`src/hdl/rpq_pkg.sv`:
```
// ----------------------------------------------------------------------------
// rpq_pkg
// Shared types, codes and constants of the retransmit priority queue.
// ----------------------------------------------------------------------------
package rpq_pkg;

  localparam int DEFAULT_CAPACITY = 16;

  localparam int NODE_W   = 16;
  localparam int SENDS_W  = 8;
  localparam int STAMP_W  = 32;
  localparam int OCC_OUT_W = 5;
  localparam int STATUS_W = 2;

  // APB register map
  localparam int APB_ADDR_W = 3;
  localparam int APB_DATA_W = 32;
  localparam logic REG_TRANSMIT_LIMIT = 1'b0;   // word index, paddr[2]
  localparam logic [SENDS_W-1:0] LIMIT_RESET = 8'd3;

  // Operation codes
  localparam logic CMD_PUSH = 1'b0;
  localparam logic CMD_POP  = 1'b1;

  // Result status codes
  localparam logic [STATUS_W-1:0] STATUS_DONE  = 2'd0;
  localparam logic [STATUS_W-1:0] STATUS_EMPTY = 2'd1;
  localparam logic [STATUS_W-1:0] STATUS_FULL  = 2'd2;

  typedef struct packed {
    logic [NODE_W-1:0]  node;
    logic [SENDS_W-1:0] sends;
    logic [STAMP_W-1:0] stamp;
  } entry_t;

  // Controller to datapath
  typedef struct packed {
    logic start;    // latch the input transaction, clear the scan
    logic issue;    // read the slot at the scan pointer, advance it
    logic finish;   // write back and load the result register
  } rpq_cmd_t;

  // Datapath to controller
  typedef struct packed {
    logic scan_last;  // scan pointer is at the last slot
    logic out_space;  // result register can take a new result
  } rpq_stat_t;

  typedef enum logic [1:0] {
    ST_IDLE,
    ST_SCAN,
    ST_LAST,
    ST_WRITE
  } rpq_state_t;

endpackage

```
`src/hdl/rpq_if.sv`:
```
// ----------------------------------------------------------------------------
// rpq_if
// Valid/ready channels of the retransmit priority queue.
// ----------------------------------------------------------------------------
interface rpq_in_if;
  logic        valid;
  logic        ready;
  logic        cmd;
  logic [15:0] node_id;

  modport source (output valid, output cmd, output node_id, input ready);
  modport sink (input valid, input cmd, input node_id, output ready);
endinterface

interface rpq_out_if;
  logic        valid;
  logic        ready;
  logic [15:0] sent_node;
  logic [1:0]  status;
  logic        retired;
  logic [4:0]  occupancy;

  modport source (output valid, output sent_node, output status, output retired,
                  output occupancy, input ready);
  modport sink (input valid, input sent_node, input status, input retired,
                input occupancy, output ready);
endinterface

```
`src/hdl/rpq_ctrl.sv`:
```
// ----------------------------------------------------------------------------
// rpq_ctrl
// Sequencer: accept, scan every slot, compare the last, write back.
// ----------------------------------------------------------------------------
module rpq_ctrl
  import rpq_pkg::*;
(
  input  logic      clk,
  input  logic      rst,
  input  logic      in_valid,
  output logic      in_ready,
  input  rpq_stat_t stat,
  output rpq_cmd_t  cmd
);

  rpq_state_t state;
  rpq_state_t state_next;

  always_ff @(posedge clk) begin
    if (rst) begin
      state <= ST_IDLE;
    end else begin
      state <= state_next;
    end
  end

  always_comb begin
    state_next = state;
    in_ready   = 1'b0;
    cmd        = '0;
    unique case (state)
      ST_IDLE: begin
        in_ready = 1'b1;
        if (in_valid) begin
          cmd.start  = 1'b1;
          state_next = ST_SCAN;
        end
      end
      ST_SCAN: begin
        cmd.issue = 1'b1;
        if (stat.scan_last) begin
          state_next = ST_LAST;
        end
      end
      ST_LAST: begin
        state_next = ST_WRITE;
      end
      ST_WRITE: begin
        if (stat.out_space) begin
          cmd.finish = 1'b1;
          state_next = ST_IDLE;
        end
      end
      default: begin
        state_next = ST_IDLE;
      end
    endcase
  end

endmodule

```
`src/hdl/rpq_dp.sv`:
```
// ----------------------------------------------------------------------------
// rpq_dp
// Slot table, scan compare, write-back and result register.
// ----------------------------------------------------------------------------
module rpq_dp
  import rpq_pkg::*;
#(
  parameter int CAPACITY = DEFAULT_CAPACITY
) (
  input  logic                clk,
  input  logic                rst,
  input  rpq_cmd_t            cmd,
  output rpq_stat_t           stat,
  input  logic                in_cmd,
  input  logic [NODE_W-1:0]   in_node_id,
  input  logic [SENDS_W-1:0]  transmit_limit,
  output logic                out_valid,
  input  logic                out_ready,
  output logic [NODE_W-1:0]   out_sent_node,
  output logic [STATUS_W-1:0] out_status,
  output logic                out_retired,
  output logic [OCC_OUT_W-1:0] out_occupancy
);

  localparam int IDX_W = $clog2(CAPACITY);
  localparam int OCC_W = $clog2(CAPACITY + 1);

  // Entry memory, one read and one write port
  entry_t mem [CAPACITY];
  logic [CAPACITY-1:0] slot_valid;

  logic               op;
  logic [NODE_W-1:0]  node_q;
  logic [IDX_W-1:0]   ptr;
  logic [IDX_W-1:0]   rd_idx;
  entry_t             rd_data;
  logic               rd_vld_slot;
  logic               cmp_en;

  logic               hit_found;
  logic [IDX_W-1:0]   hit_idx;
  logic               free_found;
  logic [IDX_W-1:0]   free_idx;
  logic               best_found;
  logic [IDX_W-1:0]   best_idx;
  entry_t             best;

  logic [STAMP_W-1:0] stamp_counter;
  logic [OCC_W-1:0]   occ;

  logic               wr_en;
  logic [IDX_W-1:0]   wr_addr;
  entry_t             wr_data;
  logic               set_valid;
  logic               clr_valid;
  logic [OCC_W-1:0]   occ_next;
  logic [OCC_W+OCC_OUT_W-1:0] occ_ext;
  logic [NODE_W-1:0]  res_node;
  logic [STATUS_W-1:0] res_status;
  logic               res_retired;
  logic [SENDS_W:0]   sends_inc;
  logic               take_best;

  assign stat.scan_last = (ptr == IDX_W'(CAPACITY - 1));
  assign stat.out_space = !out_valid || out_ready;

  // Latch the transaction and walk the scan pointer
  always_ff @(posedge clk) begin
    if (cmd.start) begin
      op     <= in_cmd;
      node_q <= in_node_id;
    end
    if (cmd.start) begin
      ptr <= '0;
    end else if (cmd.issue) begin
      ptr <= ptr + 1'b1;
    end
  end

  // Registered read of one slot per cycle
  always_ff @(posedge clk) begin
    if (cmd.issue) begin
      rd_data     <= mem[ptr];
      rd_vld_slot <= slot_valid[ptr];
      rd_idx      <= ptr;
    end
  end

  always_ff @(posedge clk) begin
    if (rst) begin
      cmp_en <= 1'b0;
    end else begin
      cmp_en <= cmd.issue;
    end
  end

  // Fewest sends first; on equal sends the larger stamp; lowest slot keeps ties
  assign take_best = rd_vld_slot &&
                     (!best_found || (rd_data.sends < best.sends) ||
                      ((rd_data.sends == best.sends) && (rd_data.stamp > best.stamp)));

  always_ff @(posedge clk) begin
    if (cmd.start) begin
      hit_found  <= 1'b0;
      free_found <= 1'b0;
      best_found <= 1'b0;
    end else if (cmp_en) begin
      if (!hit_found && rd_vld_slot && (rd_data.node == node_q)) begin
        hit_found <= 1'b1;
        hit_idx   <= rd_idx;
      end
      if (!free_found && !rd_vld_slot) begin
        free_found <= 1'b1;
        free_idx   <= rd_idx;
      end
      if (take_best) begin
        best_found <= 1'b1;
        best_idx   <= rd_idx;
        best       <= rd_data;
      end
    end
  end

  // Write-back decision
  always_comb begin
    wr_en       = 1'b0;
    wr_addr     = best_idx;
    wr_data     = best;
    set_valid   = 1'b0;
    clr_valid   = 1'b0;
    occ_next    = occ;
    res_node    = '0;
    res_status  = STATUS_DONE;
    res_retired = 1'b0;
    sends_inc   = {1'b0, best.sends} + 1'b1;
    if (op == CMD_PUSH) begin
      wr_addr       = hit_found ? hit_idx : free_idx;
      wr_data.node  = node_q;
      wr_data.sends = '0;
      wr_data.stamp = stamp_counter + 1'b1;
      if (hit_found || free_found) begin
        wr_en     = 1'b1;
        set_valid = 1'b1;
        if (!hit_found) begin
          occ_next = occ + 1'b1;
        end
      end else begin
        res_status = STATUS_FULL;
      end
    end else begin
      if (best_found) begin
        res_node = best.node;
        if (sends_inc >= {1'b0, transmit_limit}) begin
          clr_valid   = 1'b1;
          res_retired = 1'b1;
          occ_next    = occ - 1'b1;
        end else begin
          wr_en         = 1'b1;
          wr_data.sends = sends_inc[SENDS_W-1:0];
        end
      end else begin
        res_status = STATUS_EMPTY;
      end
    end
  end

  assign occ_ext = {{OCC_OUT_W{1'b0}}, occ_next};

  always_ff @(posedge clk) begin
    if (cmd.finish && wr_en) begin
      mem[wr_addr] <= wr_data;
    end
  end

  always_ff @(posedge clk) begin
    if (rst) begin
      slot_valid    <= '0;
      occ           <= '0;
      stamp_counter <= '0;
    end else if (cmd.finish) begin
      occ <= occ_next;
      if (set_valid) begin
        slot_valid[wr_addr] <= 1'b1;
        stamp_counter       <= wr_data.stamp;
      end
      if (clr_valid) begin
        slot_valid[best_idx] <= 1'b0;
      end
    end
  end

  // Result register
  always_ff @(posedge clk) begin
    if (rst) begin
      out_valid <= 1'b0;
    end else if (cmd.finish) begin
      out_valid <= 1'b1;
    end else if (out_ready) begin
      out_valid <= 1'b0;
    end
  end

  always_ff @(posedge clk) begin
    if (cmd.finish) begin
      out_sent_node <= res_node;
      out_status    <= res_status;
      out_retired   <= res_retired;
      out_occupancy <= occ_ext[OCC_OUT_W-1:0];
    end
  end

endmodule

```
`src/hdl/retransmit_priority_queue.sv`:
```
// ----------------------------------------------------------------------------
// retransmit_priority_queue
// Broadcast retransmit table with fewest-sends, newest-first service.
// ----------------------------------------------------------------------------
// Each transaction on the input channel pushes a node handle (cmd 0) or pops
// the next node to broadcast (cmd 1), and yields exactly one result on the
// output channel. A push and a pop take the same steps: accept, a scan in
// which the single read port of the entry memory visits each of the CAPACITY
// slots in turn, a compare of the last slot, and a write-back that also loads
// the result register. The input is taken again right after the write-back,
// even while that result still waits in the output register; the write-back
// of a following transaction waits only if the output register is still full.
// Slot occupancy is held in per-slot valid flops cleared by reset, so the
// block needs no clearing pass and accepts work in the first cycle after
// reset. The transmit_limit register sits at byte address 0 of the APB port
// (word index paddr[2]); write it only while the block is idle.
// ----------------------------------------------------------------------------
module retransmit_priority_queue
  import rpq_pkg::*;
#(
  parameter int CAPACITY = DEFAULT_CAPACITY
) (
  input  logic                  clk,
  input  logic                  rst,
  rpq_in_if.sink                in_ch,
  rpq_out_if.source             out_ch,
  input  logic                  psel,
  input  logic                  penable,
  input  logic                  pwrite,
  input  logic [APB_ADDR_W-1:0] paddr,
  input  logic [APB_DATA_W-1:0] pwdata,
  output logic [APB_DATA_W-1:0] prdata,
  output logic                  pready
);

  rpq_cmd_t           cmd;
  rpq_stat_t          stat;
  logic [SENDS_W-1:0] transmit_limit;

  // Configuration register: write on the access phase, decode on word index
  assign pready = 1'b1;

  always_ff @(posedge clk) begin
    if (rst) begin
      transmit_limit <= LIMIT_RESET;
    end else if (psel && penable && pwrite && pready &&
                 (paddr[2] == REG_TRANSMIT_LIMIT)) begin
      transmit_limit <= pwdata[SENDS_W-1:0];
    end
  end

  always_comb begin
    prdata = '0;
    if (paddr[2] == REG_TRANSMIT_LIMIT) begin
      prdata = {{(APB_DATA_W - SENDS_W){1'b0}}, transmit_limit};
    end
  end

  // Sequencer: drives accept, scan, and write-back steps
  rpq_ctrl u_ctrl (
    .clk      (clk),
    .rst      (rst),
    .in_valid (in_ch.valid),
    .in_ready (in_ch.ready),
    .stat     (stat),
    .cmd      (cmd)
  );

  // Slot table, compare and result register
  rpq_dp #(
    .CAPACITY (CAPACITY)
  ) u_dp (
    .clk            (clk),
    .rst            (rst),
    .cmd            (cmd),
    .stat           (stat),
    .in_cmd         (in_ch.cmd),
    .in_node_id     (in_ch.node_id),
    .transmit_limit (transmit_limit),
    .out_valid      (out_ch.valid),
    .out_ready      (out_ch.ready),
    .out_sent_node  (out_ch.sent_node),
    .out_status     (out_ch.status),
    .out_retired    (out_ch.retired),
    .out_occupancy  (out_ch.occupancy)
  );

endmodule

```
`src/flat_wrapper.sv`:
```
// flat-port wrapper written by rule: the top's interface ports become plain ports
module retransmit_priority_queue_flat import rpq_pkg::*;
#(
  parameter int CAPACITY = DEFAULT_CAPACITY
)
  (clk, rst, psel, penable, pwrite, paddr, pwdata, prdata, pready, in_ch_valid, in_ch_cmd, in_ch_node_id, in_ch_ready, out_ch_valid, out_ch_sent_node, out_ch_status, out_ch_retired, out_ch_occupancy, out_ch_ready);
  rpq_in_if in_ch_i ();
  rpq_out_if out_ch_i ();
  input  logic clk;
  input  logic rst;
  input  logic psel;
  input  logic penable;
  input  logic pwrite;
  input  logic [APB_ADDR_W-1:0] paddr;
  input  logic [APB_DATA_W-1:0] pwdata;
  output logic [APB_DATA_W-1:0] prdata;
  output logic pready;
  input wire logic [$bits(in_ch_i.valid)-1:0] in_ch_valid;
  input wire logic [$bits(in_ch_i.cmd)-1:0] in_ch_cmd;
  input wire logic [$bits(in_ch_i.node_id)-1:0] in_ch_node_id;
  output wire logic [$bits(in_ch_i.ready)-1:0] in_ch_ready;
  output wire logic [$bits(out_ch_i.valid)-1:0] out_ch_valid;
  output wire logic [$bits(out_ch_i.sent_node)-1:0] out_ch_sent_node;
  output wire logic [$bits(out_ch_i.status)-1:0] out_ch_status;
  output wire logic [$bits(out_ch_i.retired)-1:0] out_ch_retired;
  output wire logic [$bits(out_ch_i.occupancy)-1:0] out_ch_occupancy;
  input wire logic [$bits(out_ch_i.ready)-1:0] out_ch_ready;
  assign in_ch_i.valid = in_ch_valid;
  assign in_ch_i.cmd = in_ch_cmd;
  assign in_ch_i.node_id = in_ch_node_id;
  assign in_ch_ready = in_ch_i.ready;
  assign out_ch_valid = out_ch_i.valid;
  assign out_ch_sent_node = out_ch_i.sent_node;
  assign out_ch_status = out_ch_i.status;
  assign out_ch_retired = out_ch_i.retired;
  assign out_ch_occupancy = out_ch_i.occupancy;
  assign out_ch_i.ready = out_ch_ready;
  retransmit_priority_queue #(.CAPACITY(CAPACITY)) u_core (.clk(clk), .rst(rst), .in_ch(in_ch_i), .out_ch(out_ch_i), .psel(psel), .penable(penable), .pwrite(pwrite), .paddr(paddr), .pwdata(pwdata), .prdata(prdata), .pready(pready));
endmodule
```
`config.mk`:
```
export PLATFORM = sky130hd
export DESIGN_NAME = retransmit_priority_queue_flat
export DESIGN_NICKNAME = d
export VERILOG_FILES = /design/src/hdl/rpq_pkg.sv /design/src/hdl/rpq_if.sv /design/src/hdl/rpq_ctrl.sv /design/src/hdl/rpq_dp.sv /design/src/hdl/retransmit_priority_queue.sv /design/src/flat_wrapper.sv
export SDC_FILE = /design/constraint.sdc
export NUM_CORES = 1
export LEC_CHECK = 0
export ABC_AREA = 0
export CAP_MARGIN = 20
export CORE_ASPECT_RATIO = 0.7
export CORE_MARGIN = 3
export CORE_UTILIZATION = 55
export CTS_CLUSTER_SIZE = 25
export DETAILED_ROUTE_END_ITERATION = 8
export DONT_BUFFER_PORTS = 1
export PLACE_DENSITY = 0.78
export SYNTH_ARGS = -nofsm -noshare
export SYNTH_HDL_FRONTEND = slang
export SYNTH_HIERARCHICAL = 1
export SYNTH_SLANG_ARGS = --single-unit
```
`constraint.sdc`:
```
create_clock -name clk -period 7.5 [get_ports clk]
set_input_delay 0.75 -clock clk [delete_from_list [all_inputs] [get_ports clk]]
set_output_delay 0.75 -clock clk [all_outputs]
set_load 0.02 [all_outputs]
```
==> flow_summary.toml, run 1 <==
[layout]
multi_input_area_sq_mm = 0.0112
fillers = 5287
area_growth_pct = 10.6
layout-drive-gt1-share_pct = 23.5
stdcell_count = 3494
final_nets = 2468
seqCellArea_sq_mm = 0.0335

[synth]
synth_edf_count = 1066
yosysSeqAreaShare_pct = 74.0
syn_area_sq_mm = 0.0452
yosys-top-cells-area = "edfxtp_1 71%, mux4_2 14%, dfxtp_1 3.2%"
yosysTopAreaCellShare_pct = 70.8
avgSynthCellArea_sq_um = 19.7
synth-async-reset-ratio_pct = 0
synthFlopType = "edfxtp_1"
ys_ff_latch = 1138
synth_cells = 2289
ys_warn_count = 6
synth_largest_area_cell = "edfxtp_1"
ys_types = 59

[setup_path]
arrival_ns = 5.60
cp.required_ns = 7.80
critPathKind = "register to register"
critical_path.max_fanout = 38
start_kind = "register"
crit_path_end_kind = "register"

[clock_tree]
clockBufferDepth = 3
postCtsHoldBufs = 0
worstSkewPairLatency_ns = 0.67
cts_tree = "yes"
postCtsSetupBuffers = 0
cts_sinks = 1138
clkTransAtPathRegs_ns = 0.07
htree_levels = 3
cts_resized = 0
clockRootBuffer = "clkbuf_16"
cts_buffers = 94

[routing]
drt_iter0_markers = 3301
wire_per_inst_microns = 29.8
vias_per_cell = 6.51
vias = 22800
dr.pass1.iters = 6
ant_nets = 0
drc = 0
drt_wl_total_microns = 104000

[floorplanning]
die_y_microns = 246
ios = 118
core_area_sq_mm = 0.0810
dieArea_sq_mm = 0.0857
die_w_microns = 349
initial_utilization_pct = 55.8
num_rows = 87

[placement]
dp_hpwl_microns = 56200
gp_congestion = 0.864
portBuffers = 0
dp_cells = 3318

[timing]
worstMarginPinSlew_ns = 1.14
max_freq_mhz = 189
finalCritPeriodShare_pct = 70.7
clock_skew_ns = 0.0408
finalHoldViolations = 0
rsz0062_at_grt = "no"
holdWs_ns = 0.175
setup_viol = 0
period_minus_slack_ns = 5.30
setup_tns_ns = 0
drv_slew = 0
relSlewSlack_pct = 24.1

[power]
power_density_mw_per_mm2 = 305
p_leak_nw = 15.6
vdd_drop_max_uv = 284

[flow_run]
drv_cap = 0

[global_route]
grt_pass1_wl_microns = 156000
grt_pass1_vias = 23100
grt_max_degree = 112
antenna_found_initial = 1
grt-ovfl-total = 0
grt_usage_pct = 24.8

[outcome]
outcome = "finished clean"

[worst_hold_path]
holdCritPathClass = "primary input to register"
final cells by class:
class                           count  share of cell area (%)
Clock buffer                      122                    5.18
Multi-Input combinational cell    983                    22.3
Sequential cell                  1138                    67.0
Tap cell                         1068                    2.67
Timing Repair Buffer               73                    1.59
Antenna cell                        1                 0.00501
Clock inverter                     48                   0.821
Inverter                           61                   0.458
final timing paths:
path,from,endpoint,slack [ns],cells after the start
setup / recovery,u_core/u_dp/best[32],u_core/u_dp/mem[9][21],2.20,12
setup reg to reg,u_core/u_dp/best[32],u_core/u_dp/mem[9][21],2.20,12
hold / removal,rst,u_core/u_dp/stamp_counter[1],0.18,1
hold reg to reg,u_core/u_dp/rd_data[27],u_core/u_dp/best[27],0.46,0
metrics by stage:
stage               setup WS [ns]  util (%)  power (mW)  instance area [sq um]
finish                       2.20      61.7        15.2                  50000
global route                 2.01      61.7        15.7                  50000
CTS                          2.16      61.6        15.3                  49900
detailed placement           2.26      57.9        10.5                  46900
global placement             2.29      57.9        10.4                  46900
floorplan                    1.01         -        9.70                  45300
per-layer routing:
layer / share of wire, % / global-route usage, %
met3: 12 / 5.52
met4: 2.3 / 6.59
met5: 0 / 0
met1: 40 / 37.5
met2: 46 / 37.2
cells in the final DEF (no fill, tap or decap), types with 38 or more instances in the layout:
cell	instances
a21oi_1	41
buf_4	53
clkbuf_16	97
dfxtp_1	68
edfxtp_1	1066
ha_1	57
inv_1	58
mux4_2	285
nand2_1	85
nor2_1	90
o21ai_0	44
xnor2_1	58
xor2_1	38
where the power goes:
group	total [mW]	internal, mW	switching (mW)
registers	7.73	7.44	0.295
logic	2.65	1.25	1.40
clock network	4.85	2.65	2.20
critical path: stages (launching register included):
cell	delay, ns
edfxtp_1	0.44
ha_1	0.24
nand3_1	0.19
nor2_1	0.23
xnor2_1	0.16
ha_1	0.27
a21o_1	0.16
a221o_1	0.38
a211oi_2	0.88
a41o_1	0.35
nand2_1	0.26
nor2_4	0.90
buf_12	0.40
kinds of logic after synthesis:
group	synth area share, %
xor gates and xnor gates	1.86
and+or+nand+nor	3.85
AOI/OAI and AO/OA	1.80
adders and majority gates	1.61
other	0.0166
DFF	74.0
muxes	15.0
buffers and inverters	1.85
synth_stat cells, types with 2 or more instances:
master,count
a221oi_1,2
nand2_1,85
ha_1,58
or3_1,3
conb_1,2
mux4_2,285
o211ai_1,3
a311oi_1,7
a21o_1,5
clkbuf_1,73
buf_1,27
nand2b_1,20
or2_2,7
and2b_2,8
mux2i_1,15
o21ai_0,47
a211oi_1,15
nor3_2,3
dfxtp_1,72
mux2_2,19
nor2b_1,9
clkinv_1,2
a21oi_1,41
buf_4,27
and2_1,2
and3_1,25
or4_4,2
nor2_1,106
and4_1,2
nor3b_1,2
xnor2_1,58
nand3_1,21
nor4_1,11
nor3_1,19
o31ai_1,2
xor2_1,38
inv_1,58
edfxtp_1,1066
buf_6,2
nand4_1,18
o21a_1,3
or4_1,2
state kept, by name (all words and copies together), names as in the netlist, 2 cells and up:
name                       flops
u_core/u_dp/mem              896
u_core/u_dp/best              56
u_core/u_dp/rd_data           56
u_core/u_dp/stamp_counter     32
u_core/u_dp/node_q            16
u_core/u_dp/out_sent_node     16
u_core/u_dp/slot_valid        16
u_core/transmit_limit          8
u_core/u_dp/occ                5
u_core/u_dp/out_occupancy      5
u_core/u_dp/best_idx           4
u_core/u_dp/free_idx           4
u_core/u_dp/hit_idx            4
u_core/u_dp/ptr                4
u_core/u_dp/rd_idx             4
u_core/u_ctrl/state            2
u_core/u_dp/out_status         2
Note: power is estimated with default switching activity, not from simulation.
==> run 2: changes to the inputs <==
- clock period: 7.5 -> 5.35 ns (I/O delays scaled with it)
==> flow_summary.toml, run 2 (synthesis results as in run 1) <==
[setup_path]
r2r_cells = 11
critPathKind = "register to register"
rr_endpoint = "u_core/u_dp/mem[14][34]"
critical_path.cell_chain = "ha_1 > nand3_1 > nor2_1 > xnor2_1 > ha_1 > a21o_1 > a221o_1 > a2111oi_2 > nand2_1 > xnor2_1 > nor2_1"
cp.required_ns = 5.67
cp_num_buf_inv = 0
arrival_ns = 4.81
path_depth = 11
critical-path-top-delay-family = "compound AO/OA/AOI/OAI gates"
critical_path.max_fanout = 16
cpPeakStageDelay_ns = 0.86
reg2reg_slack_ns = 0.86
start_kind = "register"
worstReg2RegStart = "u_core/u_dp/best[32]"
crit_slowest_cell = "a2111oi_2"
crit_path_end_kind = "register"

[layout]
design_area_sq_mm = 0.0509
final_cell_mix = "1066 x edfxtp_1, 285 x mux4_2, 102 x clkbuf_16"
final_common_cell = "edfxtp_1"
area_growth_pct = 12.6
largest_register_ffs = 896
layout-drive-gt1-share_pct = 24.8
top_regs = "u_core/u_dp/mem: 896 flops, u_core/u_dp/best: 56 flops, u_core/u_dp/rd_data: 56 flops"
top_register = "u_core/u_dp/mem"
num_antenna_cells = 0
final_nets = 2532

[placement]
gp_congestion = 0.852
dpl_cell_area_sq_mm = 0.0473
dp_slack_ns = 1.01
dp_hpwl_microns = 57600
portBuffers = 0

[power]
p_leak_nw = 16.1
p_switching_mw = 5.64
vdd_drop_max_uv = 259
swShare_pct = 25.6
power_density_mw_per_mm2 = 433
pwr-share-comb_pct = 17.7
p_clk_share_pct = 33.2
p_int_mw = 16.4
p_seq_share_pct = 49.1
power_mw = 22.0

[timing]
worstMarginPinSlew_ns = 1.14
finalCritPeriodShare_pct = 84.0
layout_setup_ws_ns = 0.858
clock_skew_ns = 0.0350
drv_slew = 0
finalHoldViolations = 0
setup_tns_ns = 0
holdWs_ns = 0.0440
setup_viol = 0
max_freq_mhz = 223
rsz0062_at_grt = "no"
relSlewSlack_pct = 23.2
period_minus_slack_ns = 4.49

[outcome]
outcome = "finished clean"

[routing]
dr.max_layer_used = "met4"
drt_wl_total_microns = 103000
dr_wl_met2_microns = 48100
drt_iter0_markers = 3552
vias = 23000
drc = 0
ant_nets = 0
wire_per_inst_microns = 28.9
met3_length_microns = 12200
dr.pass1.iters = 6
vias_per_cell = 6.46
wl_met1_microns = 40300

[global_route]
grt_max_degree = 85
antenna_found_initial = 2
grt_pass1_vias = 23300
grt_pass1_wl_microns = 154000
grt-ovfl-total = 0
grt_usage_pct = 24.5

[clock_tree]
worstSkewPairLatency_ns = 0.67
clockRootBuffer = "clkbuf_16"
cts_tree = "yes"
clkTransAtPathRegs_ns = 0.06
htree_levels = 3
cts_buffers = 99
clockBufferDepth = 3
cts_sinks = 1138

[worst_hold_path]
min_path_cells = 2
holdPathEnd = "u_core/transmit_limit[5]"
holdCritPathClass = "primary input to register"
holdCritStartpoint = "pwdata[5]"

[floorplanning]
dieArea_sq_mm = 0.0857
num_rows = 87
core_area_sq_mm = 0.0810
ios = 118
die_y_microns = 246
initial_utilization_pct = 55.8
die_w_microns = 349

[flow_run]
drv_cap = 0
[run 2: changes by cell type in the layout (fill, tap and decap cells not counted), moves of 3 or more]
cell / before / now
clkbuf_1: 18 / 22
bufinv_16: 6 / 11
dlygate4sd3_1: 0 / 19
buf_12: 17 / 24
clkbuf_16: 97 / 102
buf_4: 53 / 83
clkinv_8: 0 / 3
[run 2: per-layer routing]
layer	track usage [%]	up-vias
li1	-	9415
met1	36.3	11900
met2	37.1	1507
met3	5.71	213
met4	6.63	0
met5	0	-
[run 2: what timing repair did]
| action | 4_1_cts | 5_1_grt |
|---|---|---|
| buffers inserted | 0 | 0 |
| endpoints found under the hold margin | 72 | 0 |
| hold buffers | 20 | 0 |
| resized for setup | 0 | 0 |
[run 2: worst register-to-register path: stages (launching register included)]
cell and delay [ns]:
edfxtp_1 0.48, ha_1 0.25, nand3_1 0.18, nor2_1 0.24, xnor2_1 0.17, ha_1 0.28, a21o_1 0.17, a221o_1 0.39
a2111oi_2 0.86, nand2_1 0.21, xnor2_1 0.20, nor2_1 0.73
[run 2: final cells by class]
type	instances	area, sq um
sequential	1138	33500
fill	5220	30100
multi-input combinational	983	11200
clock buffer	133	2760
timing repair buffer	132	1380
tap	1068	1340
clock inverter	53	571
inverter	61	229
[run 2: worst max-delay path by stage]
stage	startpoint	to
after global placement	u_core/u_dp/best[32]	u_core/u_dp/mem[13][12]
after floorplan	u_core/u_dp/best[32]	u_core/u_dp/mem[12][0]
after global routing	u_core/u_dp/best[32]	u_core/u_dp/mem[0][34]
after CTS	u_core/u_dp/best[32]	u_core/u_dp/mem[14][34]
after detailed placement	u_core/u_dp/best[32]	u_core/u_dp/mem[15][34]
final	u_core/u_dp/best[32]	u_core/u_dp/mem[14][34]
[run 2: power by group through the flow]
stage                     Clock [mW]  Sequential [mW]  Combinational, mW
after floorplan                    0             10.7               2.84
after global placement             0             11.0               3.67
after detailed placement           0             11.0               3.81
after CTS                       7.40             10.8               3.89
after global routing            7.76             10.8               4.15
final                           7.32             10.8               3.90
[run 2: per-stage QoR]
step | std cells | utilization, %
finish | 3568 | 62.8
CTS | 3564 | 62.8
global placement | 3356 | 58.4
detailed placement | 3358 | 58.4
global route | 3568 | 62.8
floorplan | 2312 | -
